--- config.mk ---
export PLATFORM = sky130hd
export DESIGN_NAME = keypad_scan_debounce
export DESIGN_NICKNAME = d
export VERILOG_FILES = /design/src/rtl/core/kpd_pkg.sv /design/src/rtl/core/kpd_decode.sv /design/src/rtl/core/kpd_debounce.sv /design/src/rtl/core/keypad_scan_debounce.sv
export SDC_FILE = /design/constraint.sdc
export NUM_CORES = 1
export LEC_CHECK = 0
export BUFFER_PORTS_ARGS = -buffer_cell sky130_fd_sc_hd__clkbuf_2
export CORE_ASPECT_RATIO = 1.5
export CORE_MARGIN = 2
export CORE_UTILIZATION = 45
export CTS_BUF_LIST = sky130_fd_sc_hd__clkbuf_4 sky130_fd_sc_hd__clkbuf_8
export DETAILED_ROUTE_END_ITERATION = 7
export GPL_TIMING_DRIVEN = 1
export PLACE_DENSITY_LB_ADDON = 0.2
export SLEW_MARGIN = 20
export SYNTH_ARGS = -nofsm -noshare
export SYNTH_HDL_FRONTEND = slang
export SYNTH_SLANG_ARGS = --single-unit
export TNS_END_PERCENT = 30
--- constraint.sdc ---
create_clock -name clk -period 3.6 [get_ports clk]
set_clock_uncertainty 0.15 [all_clocks]
set_input_delay 0.72 -clock clk [delete_from_list [all_inputs] [get_ports clk]]
set_output_delay 0.72 -clock clk [all_outputs]
set_load 0.1 [all_outputs]
--- src/rtl/core/kpd_pkg.sv ---
// Shared types and constants for the keypad scan and debounce block.
`timescale 1ns / 1ps

package kpd_pkg;

    // Key matrix geometry and field widths
    localparam int NUM_KEYS = 16;
    localparam int KEY_W    = 4;
    localparam int LINE_W   = 4;
    localparam int THR_W    = 4;

    // Debounce threshold after reset
    localparam logic [THR_W-1:0] THR_RESET = 4'd5;

    // Row lines all high: no row is driven low
    localparam logic [LINE_W-1:0] ROWS_IDLE = 4'hF;

    // Configuration port geometry
    localparam int CFG_ADDR_W = 3;
    localparam int CFG_DATA_W = 32;
    localparam int REG_IDX_W  = CFG_ADDR_W - 2;

    // Register indexes (byte address = 4 * index)
    localparam logic [REG_IDX_W-1:0] REG_THRESHOLD = 1'b0;

    // Item kinds
    typedef enum logic
    {
        KIND_SCAN  = 1'b0,
        KIND_FETCH = 1'b1
    } kind_t;

    // One input word
    typedef struct packed
    {
        kind_t             kind;
        logic [LINE_W-1:0] row_lines;
        logic [LINE_W-1:0] col_lines;
    } item_t;

    // Decoded key of one scan sample
    typedef struct packed
    {
        logic             hit;
        logic [KEY_W-1:0] key;
    } decode_t;

    // One result word
    typedef struct packed
    {
        logic             event_valid;
        logic [KEY_W-1:0] key_index;
    } result_t;

endpackage

--- src/rtl/core/kpd_decode.sv ---
// Decoder from sampled row and column lines to a single key index.
`timescale 1ns / 1ps

module kpd_decode
(
    input  logic [kpd_pkg::LINE_W-1:0] row_lines,
    input  logic [kpd_pkg::LINE_W-1:0] col_lines,
    output kpd_pkg::decode_t           dec
);
    import kpd_pkg::*;

    logic [1:0] row_base;
    logic [4:0] sum;

    // The lowest low row bit wins; bit0 is row3.
    always_comb
    begin
        if (!row_lines[0])
        begin
            row_base = 2'd3;
        end
        else if (!row_lines[1])
        begin
            row_base = 2'd2;
        end
        else if (!row_lines[2])
        begin
            row_base = 2'd1;
        end
        else
        begin
            row_base = 2'd0;
        end
    end

    // Every low column adds its weight; column 0 adds nothing.
    assign sum = 5'(row_base)
               + (col_lines[1] ? 5'd0 : 5'd4)
               + (col_lines[2] ? 5'd0 : 5'd8)
               + (col_lines[3] ? 5'd0 : 5'd12);

    // No row low or a sum past the last key means no key.
    assign dec.hit = (row_lines != ROWS_IDLE) && !sum[4];
    assign dec.key = sum[KEY_W-1:0];

endmodule

--- src/rtl/core/kpd_debounce.sv ---
// Per-key debounce counters, debounced levels and sticky press flags.
`timescale 1ns / 1ps

module kpd_debounce
(
    input  logic                      clk,
    input  logic                      rst_n,
    input  logic                      fire,
    input  kpd_pkg::kind_t            kind,
    input  kpd_pkg::decode_t          dec,
    input  logic [kpd_pkg::THR_W-1:0] threshold,
    output kpd_pkg::result_t          result
);
    import kpd_pkg::*;

    logic [NUM_KEYS-1:0] level_reg;
    logic [NUM_KEYS-1:0] level_next;
    logic [NUM_KEYS-1:0] flag_reg;
    logic [NUM_KEYS-1:0] flag_next;
    logic [THR_W-1:0]    cnt_reg  [NUM_KEYS];
    logic [THR_W-1:0]    cnt_next [NUM_KEYS];
    logic [THR_W-1:0]    cnt_step [NUM_KEYS];
    logic [NUM_KEYS-1:0] sample;
    logic [THR_W-1:0]    thr_eff;
    logic                found;
    logic [KEY_W-1:0]    found_idx;

    // A zero threshold acts as one.
    assign thr_eff = (threshold == '0) ? THR_W'(1) : threshold;

    // Lowest flagged key.
    always_comb
    begin
        found     = 1'b0;
        found_idx = '0;
        for (int k = NUM_KEYS - 1; k >= 0; k--)
        begin
            if (flag_reg[k])
            begin
                found     = 1'b1;
                found_idx = KEY_W'(k);
            end
        end
    end

    // Sampled level per key and the counter after this sample.
    always_comb
    begin
        for (int k = 0; k < NUM_KEYS; k++)
        begin
            sample[k]   = !(dec.hit && (dec.key == KEY_W'(k)));
            cnt_step[k] = (sample[k] != level_reg[k]) ? cnt_reg[k] + 1'b1 : '0;
        end
    end

    // State update for the word being processed.
    always_comb
    begin
        level_next = level_reg;
        flag_next  = flag_reg;
        cnt_next   = cnt_reg;
        if (fire)
        begin
            if (kind == KIND_SCAN)
            begin
                for (int k = 0; k < NUM_KEYS; k++)
                begin
                    if (cnt_step[k] == thr_eff)
                    begin
                        cnt_next[k]   = '0;
                        level_next[k] = !level_reg[k];
                        if (level_reg[k])
                        begin
                            flag_next[k] = 1'b1;
                        end
                    end
                    else
                    begin
                        cnt_next[k] = cnt_step[k];
                    end
                end
            end
            else if (found)
            begin
                flag_next[found_idx] = 1'b0;
            end
        end
    end

    // Only a fetch that finds a flag reports an event.
    assign result.event_valid = (kind == KIND_FETCH) && found;
    assign result.key_index   = ((kind == KIND_FETCH) && found) ? found_idx : '0;

    always_ff @(posedge clk or negedge rst_n)
    begin
        if (!rst_n)
        begin
            level_reg <= '1;
            flag_reg  <= '0;
            for (int k = 0; k < NUM_KEYS; k++)
            begin
                cnt_reg[k] <= '0;
            end
        end
        else
        begin
            level_reg <= level_next;
            flag_reg  <= flag_next;
            cnt_reg   <= cnt_next;
        end
    end

    // A fetch that found a key leaves that key's flag cleared.
    assert property (@(posedge clk) disable iff (!rst_n)
        (fire && kind == KIND_FETCH && found) |=> !flag_reg[$past(found_idx)])
        else $error("fetched key flag not cleared");

    // A key that goes to pressed has its flag set in the same update.
    assert property (@(posedge clk) disable iff (!rst_n)
        ##1 ((($past(level_reg) & ~level_reg) & ~flag_reg) == '0))
        else $error("press without flag");

    // A fetch never changes a debounced level.
    assert property (@(posedge clk) disable iff (!rst_n)
        (fire && kind == KIND_FETCH) |=> (level_reg == $past(level_reg)))
        else $error("fetch changed a debounced level");

endmodule

--- src/rtl/core/keypad_scan_debounce.sv ---
// Top level of the 4x4 keypad scan, debounce and key event block.
//
//  channel   dir  handshake        payload
//  s_*       in   tvalid/tready    tuser: kind; tdata: row_lines, col_lines
//  m_*       out  tvalid/tready    tuser: event_valid; tdata: key_index, zero pad
//  apb       in   psel/penable     register 0 debounce_threshold at address 0
//
// One word is accepted per cycle unless the output stalls; its result is registered in the output register.
// The input register feeds the decode and debounce logic, which updates all 16
// key counters at once and loads the output register.
// While the output register is stalled, one more word waits in the input register.
// Reset clears all keys to released, all flags and counters, threshold to 5.
`timescale 1ns / 1ps

module keypad_scan_debounce
(
    input  logic                           clk,
    input  logic                           rst_n,
    // Input stream
    input  logic                           s_tvalid,
    output logic                           s_tready,
    input  logic [7:0]                     s_tdata,  // [3:0] row_lines, [7:4] col_lines
    input  logic                           s_tuser,  // [0] kind
    // Result stream
    output logic                           m_tvalid,
    input  logic                           m_tready,
    output logic [7:0]                     m_tdata,  // [3:0] key_index, [7:4] zero
    output logic                           m_tuser,  // [0] event_valid
    // Configuration port
    input  logic                           psel,
    input  logic                           penable,
    input  logic                           pwrite,
    input  logic [kpd_pkg::CFG_ADDR_W-1:0] paddr,
    input  logic [kpd_pkg::CFG_DATA_W-1:0] pwdata,
    output logic [kpd_pkg::CFG_DATA_W-1:0] prdata,
    output logic                           pready
);
    import kpd_pkg::*;

    logic             in_valid_reg;
    logic             in_valid_next;
    item_t            in_item_reg;
    logic             out_valid_reg;
    logic             out_valid_next;
    result_t          out_res_reg;
    logic [THR_W-1:0] thr_reg;
    logic             advance;
    logic             s_take;
    logic             cfg_write;
    decode_t          dec;
    result_t          result;

    // Configuration register
    assign pready    = 1'b1;
    assign cfg_write = psel && penable && pwrite && pready
                    && (paddr[CFG_ADDR_W-1:2] == REG_THRESHOLD);
    assign prdata    = (paddr[CFG_ADDR_W-1:2] == REG_THRESHOLD)
                     ? CFG_DATA_W'(thr_reg) : '0;

    always_ff @(posedge clk or negedge rst_n)
    begin
        if (!rst_n)
        begin
            thr_reg <= THR_RESET;
        end
        else if (cfg_write)
        begin
            thr_reg <= pwdata[THR_W-1:0];
        end
    end

    // Flow control: the input word moves on when the output register is free.
    assign advance  = in_valid_reg && (!out_valid_reg || m_tready);
    assign s_tready = !in_valid_reg || advance;
    assign s_take   = s_tvalid && s_tready;

    assign in_valid_next  = s_take ? 1'b1 : (advance ? 1'b0 : in_valid_reg);
    assign out_valid_next = advance ? 1'b1 : (m_tready ? 1'b0 : out_valid_reg);

    always_ff @(posedge clk or negedge rst_n)
    begin
        if (!rst_n)
        begin
            in_valid_reg  <= 1'b0;
            out_valid_reg <= 1'b0;
        end
        else
        begin
            in_valid_reg  <= in_valid_next;
            out_valid_reg <= out_valid_next;
        end
    end

    // Payload registers
    always_ff @(posedge clk)
    begin
        if (s_take)
        begin
            in_item_reg.kind      <= kind_t'(s_tuser);
            in_item_reg.row_lines <= s_tdata[3:0];
            in_item_reg.col_lines <= s_tdata[7:4];
        end
        if (advance)
        begin
            out_res_reg <= result;
        end
    end

    // Key decode of the registered sample
    kpd_decode u_decode
    (
        .row_lines (in_item_reg.row_lines),
        .col_lines (in_item_reg.col_lines),
        .dec       (dec)
    );

    // Debounce state and fetch logic
    kpd_debounce u_debounce
    (
        .clk       (clk),
        .rst_n     (rst_n),
        .fire      (advance),
        .kind      (in_item_reg.kind),
        .dec       (dec),
        .threshold (thr_reg),
        .result    (result)
    );

    assign m_tvalid = out_valid_reg;
    assign m_tdata  = {4'b0000, out_res_reg.key_index};
    assign m_tuser  = out_res_reg.event_valid;

    // The input side stalls only while a word is held in the input register.
    assert property (@(posedge clk) disable iff (!rst_n)
        !s_tready |-> in_valid_reg)
        else $error("input stalled with empty input register");

    // A result without an event carries key index zero.
    assert property (@(posedge clk) disable iff (!rst_n)
        (m_tvalid && !m_tuser) |-> (m_tdata == 8'h00))
        else $error("nonzero key index without event");

    // A stalled result word is never overwritten by the next one.
    assert property (@(posedge clk) disable iff (!rst_n)
        (out_valid_reg && !m_tready) |-> !advance)
        else $error("result overwritten while stalled");

endmodule

==> results of run 1 <==
[where the power goes]
part	internal [uW]	switching, uW	leakage (uW)
clock network	553	538	0.000177
registers	1800	656	0.00135
logic	1750	2460	0.00251
[final cells by class]
class,instances,area [um2]
clock buffer,21,264
clock inverter,11,71.3
fill,1960,10300
inverter,42,158
multi-input combinational,854,5710
sequential,115,2970
tap,264,330
timing repair buffer,68,493
[cells by family (layout without fill, tap and decap cells)]
logic type / count (synthesis) / in the layout
fa+ha+maj: 18 / 18
compound gates: 294 / 294
other cells: 2 / 33
xor+xnor: 77 / 77
mux: 17 / 17
buf+inv: 141 / 142
simple gates: 415 / 415
flops: 115 / 115
[critical path, stage by stage (launching register included)]
cell and delay (ps):
edfxtp_1 420, inv_1 90, ha_1 130, inv_1 50, fa_2 630, buf_4 180
nand3b_4 150, o21a_4 260, or4_4 490, a211oi_4 330, nand2_1 120, a221o_1 300
[cells in the final DEF, fill, tap and decap left out, drive strengths merged, types with 12 or more instances in the layout]
master,Yosys,routed
a21oi,29,29
nand4,13,13
edfxtp,13,13
nand3,52,52
or4,15,15
inv,42,42
nor3,42,42
nand2,113,113
xor2,27,27
o31ai,27,27
dfrtp,84,84
o21ai,65,65
a31oi,14,14
o22ai,12,12
nor2,46,46
a21o,13,13
conb,2,33
ha,17,17
o211ai,19,19
xnor2,44,44
nand3b,15,15
clkbuf,41,48
buf,58,41
dfstp,18,18
nand2b,17,17
and2,15,15
[final timing paths]
path	from	to	slack (ps)	cells after the start
max in group asynchronous	rst_n	u_debounce.level_reg[7]$_DFFE_PN1P_	2330	2
worst min-delay path	rst_n	u_debounce.cnt_reg[56]$_DFFE_PN0P_	160	1
worst max register to register	in_item_reg[3]$_DFFE_PP_	u_debounce.cnt_reg[62]$_DFFE_PN0P_	180	11
worst min register to register	u_debounce.cnt_reg[31]$_DFFE_PN0P_	u_debounce.cnt_reg[31]$_DFFE_PN0P_	350	2
worst max-delay path	in_item_reg[3]$_DFFE_PP_	u_debounce.cnt_reg[62]$_DFFE_PN0P_	180	11
min in group clk	s_tdata[0]	in_item_reg[4]$_DFFE_PP_	280	1
[what timing repair did]
action / in CTS / in global routing
hold endpoints to repair: 0 / 0
setup endpoints to repair: 0 / 13
resized for setup: 0 / 4
[metal layers]
layer / vias up / part of all wire (%) / global-route usage (%)
li1: 3986 / - / -
met1: 3980 / 41 / 27.6
met2: 182 / 52 / 42.5
met3: 58 / 3.4 / 3.47
met4: 0 / 3.3 / 11.1
met5: - / 0 / 0
[per-stage QoR]
| step | total power (uW) | util [%] |
|---|---|---|
| global placement | 6560 | 47.6 |
| finish | 7750 | 49.3 |
| floorplan | 5640 | - |
| global route | 8410 | 49.3 |
| CTS | 7750 | 49.3 |
| detailed placement | 6630 | 47.6 |
==> metrics.log, run 1 <==
[metrics] Post-synth EDFFs: 13
[metrics] width of the die: about 120 um
[metrics] number of buffer cells added on primary ports: 30
[metrics] floorplan die area: 21700 um2
[metrics] max reg flops: 64
[metrics] standard-cell row count: 64
[metrics] Worst Setup Slack post-DPL: 111 ps
[metrics] unrepaired setup endpoints after global routing: no
[metrics] average detailed-routed wire length per instance: 17.7 um
[metrics] power density over cell area: roughly 780 nW/um2
[metrics] wire length of the first global-routing pass: 40800 um
[metrics] total clock buffers created by CTS: 17
[metrics] number of instances in the synthesized netlist: about 1.1k
[metrics] post-synthesis instance area: between 9000 and 10000 um2
[metrics] adder and majority gate portion of the synthesized area: 2.52%
[metrics] slack of the critical path: 185 ps
[metrics] leak pwr: 0.00404 uW
[metrics] nature of the critical path endpoint: flop
[metrics] die span in y: 179 um
[metrics] fmax: 293 MHz
[metrics] total congestion overflow: 0
[metrics] main combinational cell family by area after synthesis: simple AND/OR/NAND/NOR gates
[metrics] synthesis-to-layout area growth: 8.36%
[metrics] max-capacitance violation count: 0
[metrics] antenna cell count: 0
[metrics] post-synthesis mux area share: under 10%
[metrics] routability cong.: 1.02
[metrics] biggest area consumer among synthesized cells: dfrtp_1
[metrics] count of non-filler cells in the finished layout: 1375
[metrics] standard cell area after detailed placement: between 9000 and 10000 um2
[metrics] H-tree depth: 4
[metrics] most common cell in the synthesized netlist: nand2_1
[metrics] number of failing setup endpoints in the final timing report: 0
[metrics] initial DRC count: 447
[metrics] cells taking the most area after synthesis: dfrtp_1 23%, dfstp_2 5.1%, nand2_1 4.6%
[metrics] fraction of synthesis flops using an asynchronous set or reset pin: 88.7%
[metrics] run status: complete, no violations
[metrics] Initial Utilization: 45.5%
[metrics] min-delay worst type: in2async
[metrics] root buffer selected by CTS: clkbuf_8
[metrics] vias after detailed routing: 8206
[metrics] post-CTS clock slew at the launch and capture registers of the worst setup and hold paths: around 70 ps
[metrics] worst relative slew slack: roughly two fifths
[metrics] clock sink count: roughly 120
[metrics] top cell type's share of synthesized area: 22.8%
[metrics] drt total wl: 24300 um
[metrics] Fin. Hold Viols: 0
[metrics] Worst Setup Start Kind: flop
[metrics] data arrival time of the worst path: 3620 ps
[metrics] setup_tns: 0 ps
[metrics] Primary FF master, synth: dfrtp_1
[metrics] crit path time final: 3420 ps
[metrics] startpoint-to-endpoint class of the critical path: reg2reg
[metrics] library cells used by synthesis: 95
[metrics] Cell Count Post-Placement: 1343
[metrics] number of synthesized register bits: 115
[metrics] xor and xnor fraction of the mapped netlist area: around 8%
[metrics] initial antenna violation count: 0
[metrics] sequential fraction of the synthesis area: 32.2%
[metrics] nets: 1167
[metrics] total number of yosys warnings: 0
[metrics] ratio of final minimum period to clock period: 94.9%
[metrics] commonest cells in the netlist: 113 x nand2_1, 84 x dfrtp_1, 64 x o21ai_0
[metrics] half-perimeter wire length after placement: 17600 um
[metrics] total non-filler cell area in the finished layout: 9990 um2
[metrics] drt pass-1 iters: 5
[metrics] remaining design rule violation count: 0
[metrics] pin count of the biggest net entering global routing: 56
[metrics] Critical Path Fanout Max: 9
[metrics] Mapped Avg Cell Area: about 8.5 um2
[metrics] worst supply voltage drop on vdd: between 300 and 400 uV
[metrics] transition time of the tightest slew-check pin: around 900 ps
[metrics] number of vias per cell after detailed routing: 5.97
[metrics] via count of the first global-routing pass: slightly above 8k
[metrics] Post-DRT Antenna Nets: 0
[metrics] overall routing resource usage: a little under a quarter
[metrics] worst hold-check slack: 164 ps
[metrics] Clk Latency, worst-skew pair: 470 ps
[metrics] Top Ports: 95
[metrics] critical path required time: 3800 ps
[metrics] CTS Hold Bufs: 0
[metrics] complex-gate fraction of the synthesized area: 22.9%
[metrics] placeable core region: 20300 um2
[metrics] Bufs on Longest Clock Path: 2
[metrics] TritonCTS clock tree: yes
[metrics] max-slew violation count: 0
[metrics] Setup Fix Bufs, Post-CTS: 0
[metrics] post-synthesis simple-gate area fraction: 24.7%
[metrics] fraction of layout cells with a size suffix above 1: roughly 14%
Note: power is estimated with default switching activity, not from simulation.
==> run 2: changes to the inputs <==
--- a/config.mk
+++ b/config.mk
@@ -7,7 +7,6 @@
 export LEC_CHECK = 0
 export BUFFER_PORTS_ARGS = -buffer_cell sky130_fd_sc_hd__clkbuf_2
 export CORE_ASPECT_RATIO = 1.5
-export CORE_MARGIN = 2
 export CORE_UTILIZATION = 45
 export CTS_BUF_LIST = sky130_fd_sc_hd__clkbuf_4 sky130_fd_sc_hd__clkbuf_8
 export DETAILED_ROUTE_END_ITERATION = 7
==> metrics.log, run 2 (synthesis gave the netlist of run 1 again) <==
[metrics] run status: complete, no violations
[metrics] Bufs on Longest Clock Path: 2 (unchanged)
[metrics] pin count of the biggest net entering global routing: 59 (+5.4%)
[metrics] Worst Setup Slack post-DPL: 208 ps (+97.0 ps)
[metrics] die span in y: 177 um (-1.1%)
[metrics] standard-cell row count: 63 (-1.6%)
[metrics] vias after detailed routing: 8236 (+0.37%)
[metrics] Fillers: 1937 (-1.2%)
[metrics] Worst Setup Start Kind: flop
[metrics] sum of internal, switching and leakage power: 8120 uW (+4.7%)
[metrics] crit path time final: 3410 ps (-6.06 ps)
[metrics] Clk Latency, worst-skew pair: 460 ps (about the same)
[metrics] family of cells with the greatest summed delay on the critical path: simple AND/OR/NAND/NOR gates
[metrics] critical path cell sequence: inv_1 > ha_1 > inv_1 > fa_1 > or3b_1 > buf_4 > o21a_1 > nor4_1 > o221ai_2 > or4_1 > nand3_1
[metrics] worst hold-check slack: 127 ps (-37.3 ps)
[metrics] via count of the first global-routing pass: 8040 (-0.29%)
[metrics] Cell Count Post-Placement: 1346 (+0.22%)
[metrics] Top Ports: 95 (unchanged)
[metrics] Crit. Startpoint: in_item_reg[3]$_DFFE_PP_
[metrics] number of cells on the critical path: 11 (unchanged)
[metrics] Post-DRT Antenna Nets: 0 (unchanged)
[metrics] initial DRC count: 358 (-20%)
[metrics] most used cells in the layout excluding fill and tap cells: 113 x nand2_1, 84 x dfrtp_1, 64 x o21ai_0
[metrics] initial antenna violation count: 0 (unchanged)
[metrics] root buffer selected by CTS: clkbuf_8
[metrics] leak pwr: 0.00413 uW (+2.2%)
[metrics] power density over cell area: 801 nW/um2 (+3.2%)
[metrics] unrepaired setup endpoints after global routing: no
[metrics] CTS Hold Bufs: 0 (unchanged)
[metrics] count of non-filler cells in the finished layout: 1378 (+0.22%)
[metrics] average detailed-routed wire length per instance: 17.7 um (+0.24%)
[metrics] floorplan die area: 21100 um2 (-2.8%)
[metrics] count of buffering cells on the critical path with inverters included: 3 (unchanged)
[metrics] setup_tns: 0 ps (unchanged)
[metrics] placeable core region: 19900 um2 (-1.6%)
[metrics] total clock buffers created by CTS: 17 (unchanged)
[metrics] drt total wl: 24400 um (+0.46%)
[metrics] max-capacitance violation count: 0 (unchanged)
[metrics] worst supply voltage drop on vdd: 408 uV (+25%)
[metrics] longest individual stage delay on the worst path: 550 ps (-80 ps)
[metrics] remaining design rule violation count: 0 (unchanged)
[metrics] worst r2r path cells: 11 (unchanged)
[metrics] synthesis-to-layout area growth: 9.93%
[metrics] min-delay worst type: in2async
[metrics] half-perimeter wire length after placement: 17700 um (+0.77%)
[metrics] slack of the critical path: 191 ps (+6.06 ps)
[metrics] Critical Path Most Common Cell: inv_1
[metrics] number of buffer cells added on primary ports: 30 (unchanged)
[metrics] fmax: 293 MHz (+0.18%)
[metrics] max-slew violation count: 0 (unchanged)
[metrics] wire length of the first global-routing pass: 39900 um (-2.2%)
[metrics] post-CTS clock slew at the launch and capture registers of the worst setup and hold paths: 80 ps (about the same)
[metrics] Critical Path Fanout Max: 9 (unchanged)
[metrics] startpoint-to-endpoint class of the critical path: reg2reg
[metrics] antenna cell count: 0 (unchanged)
[metrics] TritonCTS clock tree: yes
[metrics] Fin. Hold Viols: 0 (unchanged)
[metrics] drt pass-1 iters: 5 (unchanged)
[metrics] commonest non-fill, non-tap cell in the layout: nand2_1
[metrics] data arrival time of the worst path: 3660 ps (+40 ps)
[metrics] standard cell with the maximum stage delay on the critical path: fa_1
[metrics] worst relative slew slack: 51.1% (+11 points)
[metrics] nets: 1174 (+0.60%)
[metrics] fraction of layout cells with a size suffix above 1: 15.0% (+1.1 points)
[metrics] Initial Utilization: 46.2% (+0.72 points)
[metrics] clock sink count: 115 (unchanged)
[metrics] total congestion overflow: 0 (unchanged)
[metrics] transition time of the tightest slew-check pin: 726 ps (-175 ps)
[metrics] max reg flops: 64 (unchanged)
[metrics] critical path required time: 3850 ps (+50 ps)
[metrics] overall routing resource usage: 24.1% (+0.39 points)
[metrics] Reg-to-Reg Start: in_item_reg[3]$_DFFE_PP_
[metrics] nature of the critical path endpoint: flop
[metrics] number of failing setup endpoints in the final timing report: 0 (unchanged)
[metrics] routability cong.: 0.933 (-8.9%)
[metrics] number of vias per cell after detailed routing: 5.98 (+0.15%)
[metrics] width of the die: 119 um (-1.7%)
[metrics] H-tree depth: 4 (unchanged)
[metrics] ratio of final minimum period to clock period: 94.7% (-0.17 points)
[run 2: worst paths after layout]
check | end | slack [ps]
min | u_debounce.cnt_reg[36]$_DFFE_PN0P_ | 130
max reg2reg | u_debounce.flag_reg[10]$_DFFE_PN0P_ | 190
max | u_debounce.flag_reg[10]$_DFFE_PN0P_ | 190
min in group clk | in_item_reg[3]$_DFFE_PP_ | 280
min reg2reg | u_debounce.cnt_reg[29]$_DFFE_PN0P_ | 350
max in group asynchronous | u_debounce.level_reg[7]$_DFFE_PN1P_ | 2390
[run 2: through the flow]
| stage | util (%) | cell area (um2) |
|---|---|---|
| final | 50.8 | 10100 |
| after global routing | 50.8 | 10100 |
| after CTS | 50.8 | 10100 |
| after detailed placement | 48.5 | 9680 |
| after global placement | 48.5 | 9680 |
| after floorplan | - | 9340 |
[run 2: final cells by class]
cell class	instances	area (um2)	share of cell area (%)
Multi-Input combinational cell	854	5700	56.3
Sequential cell	115	2970	29.3
Timing Repair Buffer	75	531	5.23
Tap cell	260	325	3.21
Clock buffer	21	270	2.67
Clock inverter	11	184	1.81
Inverter	42	158	1.56
[run 2: where the power goes]
group | switching, uW | total [uW] | internal (uW) | leakage, uW
clock network | 567 | 1430 | 861 | 0.000238
logic | 2470 | 4230 | 1760 | 0.00254
registers | 660 | 2460 | 1800 | 0.00135
[run 2: worst reg2reg max path: stages, from the launching register on]
cell and delay (ps):
edfxtp_1 410, inv_1 80, ha_1 140, inv_1 50, fa_1 550, or3b_1 430
buf_4 180, o21a_1 220, nor4_1 340, o221ai_2 190, or4_1 500, nand3_1 110
[run 2: repair_timing]
action | CTS | global route
resized for setup | 0 | 1
setup endpoints to repair | 0 | 3
setup buffers | 0 | 0
[run 2: routing by layer]
metal / vias to the layer above / wire [um] / global-route usage, %
met5: - / 0 / 0
met4: 0 / 976 / 14.0
met3: 76 / 836 / 3.73
met2: 205 / 12600 / 44.3
met1: 3967 / 9970 / 25.9
li1: 3988 / - / -
==> run 3: changes to the inputs <==
--- a/config.mk
+++ b/config.mk
@@ -8,7 +8,6 @@
 export BUFFER_PORTS_ARGS = -buffer_cell sky130_fd_sc_hd__clkbuf_2
 export CORE_ASPECT_RATIO = 1.5
 export CORE_UTILIZATION = 45
-export CTS_BUF_LIST = sky130_fd_sc_hd__clkbuf_4 sky130_fd_sc_hd__clkbuf_8
 export DETAILED_ROUTE_END_ITERATION = 7
 export GPL_TIMING_DRIVEN = 1
 export PLACE_DENSITY_LB_ADDON = 0.2
==> metrics.log, run 3 (synthesis gave the netlist of run 1 again) <==
[metrics] run status: complete, no violations
[metrics] clock sink count: 115 (unchanged)
[metrics] leak pwr: 0.00420 uW (+1.8%)
[metrics] synthesis-to-layout area growth: 11.8%
[metrics] wire length of the first global-routing pass: 40100 um (+0.48%)
[metrics] critical path cell sequence: inv_1 > ha_1 > inv_1 > fa_1 > or3b_1 > buf_4 > o21a_1 > nor4_1 > o221ai_2 > or4_1 > nand3_1
[metrics] max-capacitance violation count: 0 (unchanged)
[metrics] endpoint of the lowest-slack register-to-register path: u_debounce.flag_reg[10]$_DFFE_PN0P_
[metrics] Bufs on Longest Clock Path: 2 (unchanged)
[metrics] width of the die: 119 um (unchanged)
[metrics] overall routing resource usage: 24.3% (+0.18 points)
[metrics] transition time of the tightest slew-check pin: 769 ps (+42.9 ps)
[metrics] total clock buffers created by CTS: 17 (unchanged)
[metrics] ratio of final minimum period to clock period: 94.7% (about the same)
[metrics] vias after detailed routing: 8277 (+0.50%)
[metrics] number of buffer cells added on primary ports: 30 (unchanged)
[metrics] power density over cell area: 828 nW/um2 (+3.4%)
[metrics] data arrival time of the worst path: 3620 ps (-40 ps)
[metrics] fmax: 293 MHz (about the same)
[metrics] standard-cell row count: 63 (unchanged)
[metrics] Critical Path Fanout Max: 9 (unchanged)
[metrics] total non-filler cell area in the finished layout: 10300 um2 (+1.7%)
[metrics] via count of the first global-routing pass: 8049 (+0.11%)
[metrics] Reg-to-Reg Start: in_item_reg[3]$_DFFE_PP_
[metrics] Top Ports: 95 (unchanged)
[metrics] crit path time final: 3410 ps (-1.12 ps)
[metrics] root buffer selected by CTS: clkbuf_16
[metrics] H-tree depth: 4 (unchanged)
[metrics] Post-DRT Antenna Nets: 0 (unchanged)
[metrics] startpoint-to-endpoint class of the critical path: reg2reg
[metrics] half-perimeter wire length after placement: 17700 um (unchanged)
[metrics] nature of the critical path endpoint: flop
[metrics] register-to-register path setup slack: 190 ps (about the same)
[metrics] Fillers: 1910 (-1.4%)
[metrics] average detailed-routed wire length per instance: 17.8 um (+0.46%)
[metrics] drt pass-1 iters: 5 (unchanged)
[metrics] worst r2r path cells: 11 (unchanged)
[metrics] min-delay worst type: in2async
[metrics] max reg flops: 64 (unchanged)
[metrics] die span in y: 177 um (unchanged)
[metrics] core utilization of the finished layout: 51.7% (+0.88 points)
[metrics] commonest non-fill, non-tap cell in the layout: nand2_1
[metrics] floorplan die area: 21100 um2 (unchanged)
[metrics] Initial Utilization: 46.2% (unchanged)
[metrics] Fin. Hold Viols: 0 (unchanged)
[metrics] critical path required time: 3810 ps (-40 ps)
[metrics] standard cell with the maximum stage delay on the critical path: fa_1
[metrics] pin count of the biggest net entering global routing: 59 (unchanged)
[metrics] max-slew violation count: 0 (unchanged)
[metrics] CTS Hold Bufs: 0 (unchanged)
[metrics] initial DRC count: 439 (+23%)
[metrics] TritonCTS clock tree: yes
[metrics] antenna cell count: 0 (unchanged)
[metrics] fraction of layout cells with a size suffix above 1: 14.8% (-0.27 points)
[metrics] placeable core region: 19900 um2 (unchanged)
[metrics] routability cong.: 0.933 (unchanged)
[metrics] remaining design rule violation count: 0 (unchanged)
[metrics] unrepaired setup endpoints after global routing: no
[metrics] total congestion overflow: 0 (unchanged)
[metrics] Sequential Area: 2970 um2 (unchanged)
[metrics] post-CTS clock slew at the launch and capture registers of the worst setup and hold paths: 60 ps (-20 ps)
[metrics] Clk Latency, worst-skew pair: 430 ps (-30 ps)
[metrics] drt total wl: 24500 um (+0.46%)
[metrics] Critical Path Most Common Cell: inv_1
[metrics] nets: 1174 (unchanged)
[metrics] area occupied by multi-input gates: 5700 um2 (unchanged)
[metrics] worst supply voltage drop on vdd: 444 uV (+8.9%)
[metrics] standard cell area after detailed placement: 9680 um2 (unchanged)
[metrics] setup_tns: 0 ps (unchanged)
[metrics] longest individual stage delay on the worst path: 540 ps (about the same)
[metrics] most used cells in the layout excluding fill and tap cells: 113 x nand2_1, 84 x dfrtp_1, 64 x o21ai_0
[metrics] number of failing setup endpoints in the final timing report: 0 (unchanged)
[metrics] initial antenna violation count: 0 (unchanged)
[metrics] number of vias per cell after detailed routing: 6.01 (+0.50%)
[metrics] worst relative slew slack: 48.2% (-2.9 points)
[metrics] Worst Setup Start Kind: flop
## run 3: cell count changes in the layout (fill, tap and decap cells not counted), sizes merged
cell	change
clkbuf	+1
bufinv	-1
## run 3: worst max-delay path, delay by kind of cell (launching register included)
kind | cells | cell delay (ps)
AOI/OAI and AO/OA | 2 | 410
adders and majority gates | 2 | 680
and+or+nand+nor | 4 | 1380
DFF | 1 | 410
buffers and inverters | 3 | 310
## run 3: per-stage QoR
step	setup WS [ps]	total power, uW	hold WS (ps)	instances
floorplan	274	5640	274	1110
global placement	289	6570	331	1346
detailed placement	208	6660	344	1346
CTS	208	8530	175	1378
global route	41.4	9120	215	1378
finish	192	8540	167	1378
## run 3: where the power goes
| part | switching (uW) | leakage, uW | internal [uW] |
|---|---|---|---|
| registers | 659 | 0.00135 | 1800 |
| clock network | 628 | 0.000313 | 1210 |
| logic | 2470 | 0.00254 | 1760 |
## run 3: cell type report
| type | count | share of cell area [%] |
|---|---|---|
| Clock buffer | 22 | 4.61 |
| Clock inverter | 10 | 1.49 |
| Inverter | 42 | 1.53 |
| Multi-Input combinational cell | 854 | 55.3 |
| Sequential cell | 115 | 28.8 |
| Tap cell | 260 | 3.15 |
| Timing Repair Buffer | 75 | 5.14 |
## run 3: worst max path at each step
stage	start	to	slack, ps	cells after the start
after global routing	in_item_reg[3]$_DFFE_PP_	u_debounce.flag_reg[11]$_DFFE_PN0P_	40	12
after CTS	in_item_reg[3]$_DFFE_PP_	u_debounce.flag_reg[10]$_DFFE_PN0P_	210	11
after floorplan	thr_reg[2]$_DFFE_PN1P_	prdata[2]	270	5
after detailed placement	in_item_reg[3]$_DFFE_PP_	u_debounce.flag_reg[10]$_DFFE_PN0P_	210	11
after global placement	in_item_reg[3]$_DFFE_PP_	u_debounce.level_reg[4]$_DFFE_PN1P_	290	13
final	in_item_reg[3]$_DFFE_PP_	u_debounce.flag_reg[10]$_DFFE_PN0P_	190	11
## run 3: repair_timing
action                                  in CTS  in global routing
buffers inserted                             0                  0
resized for setup                            0                  1
endpoints found under the setup margin       0                  3
## run 3: metal layers
layer / wire, um / share of wire [%] / vias up / GRT usage [%]
met5: 0 / 0 / - / 0
met4: 960 / 3.9 / 0 / 14.3
met3: 818 / 3.3 / 75 / 4.11
met2: 12700 / 52 / 206 / 44.5
met1: 10000 / 41 / 3993 / 26.0
li1: - / - / 4003 / -
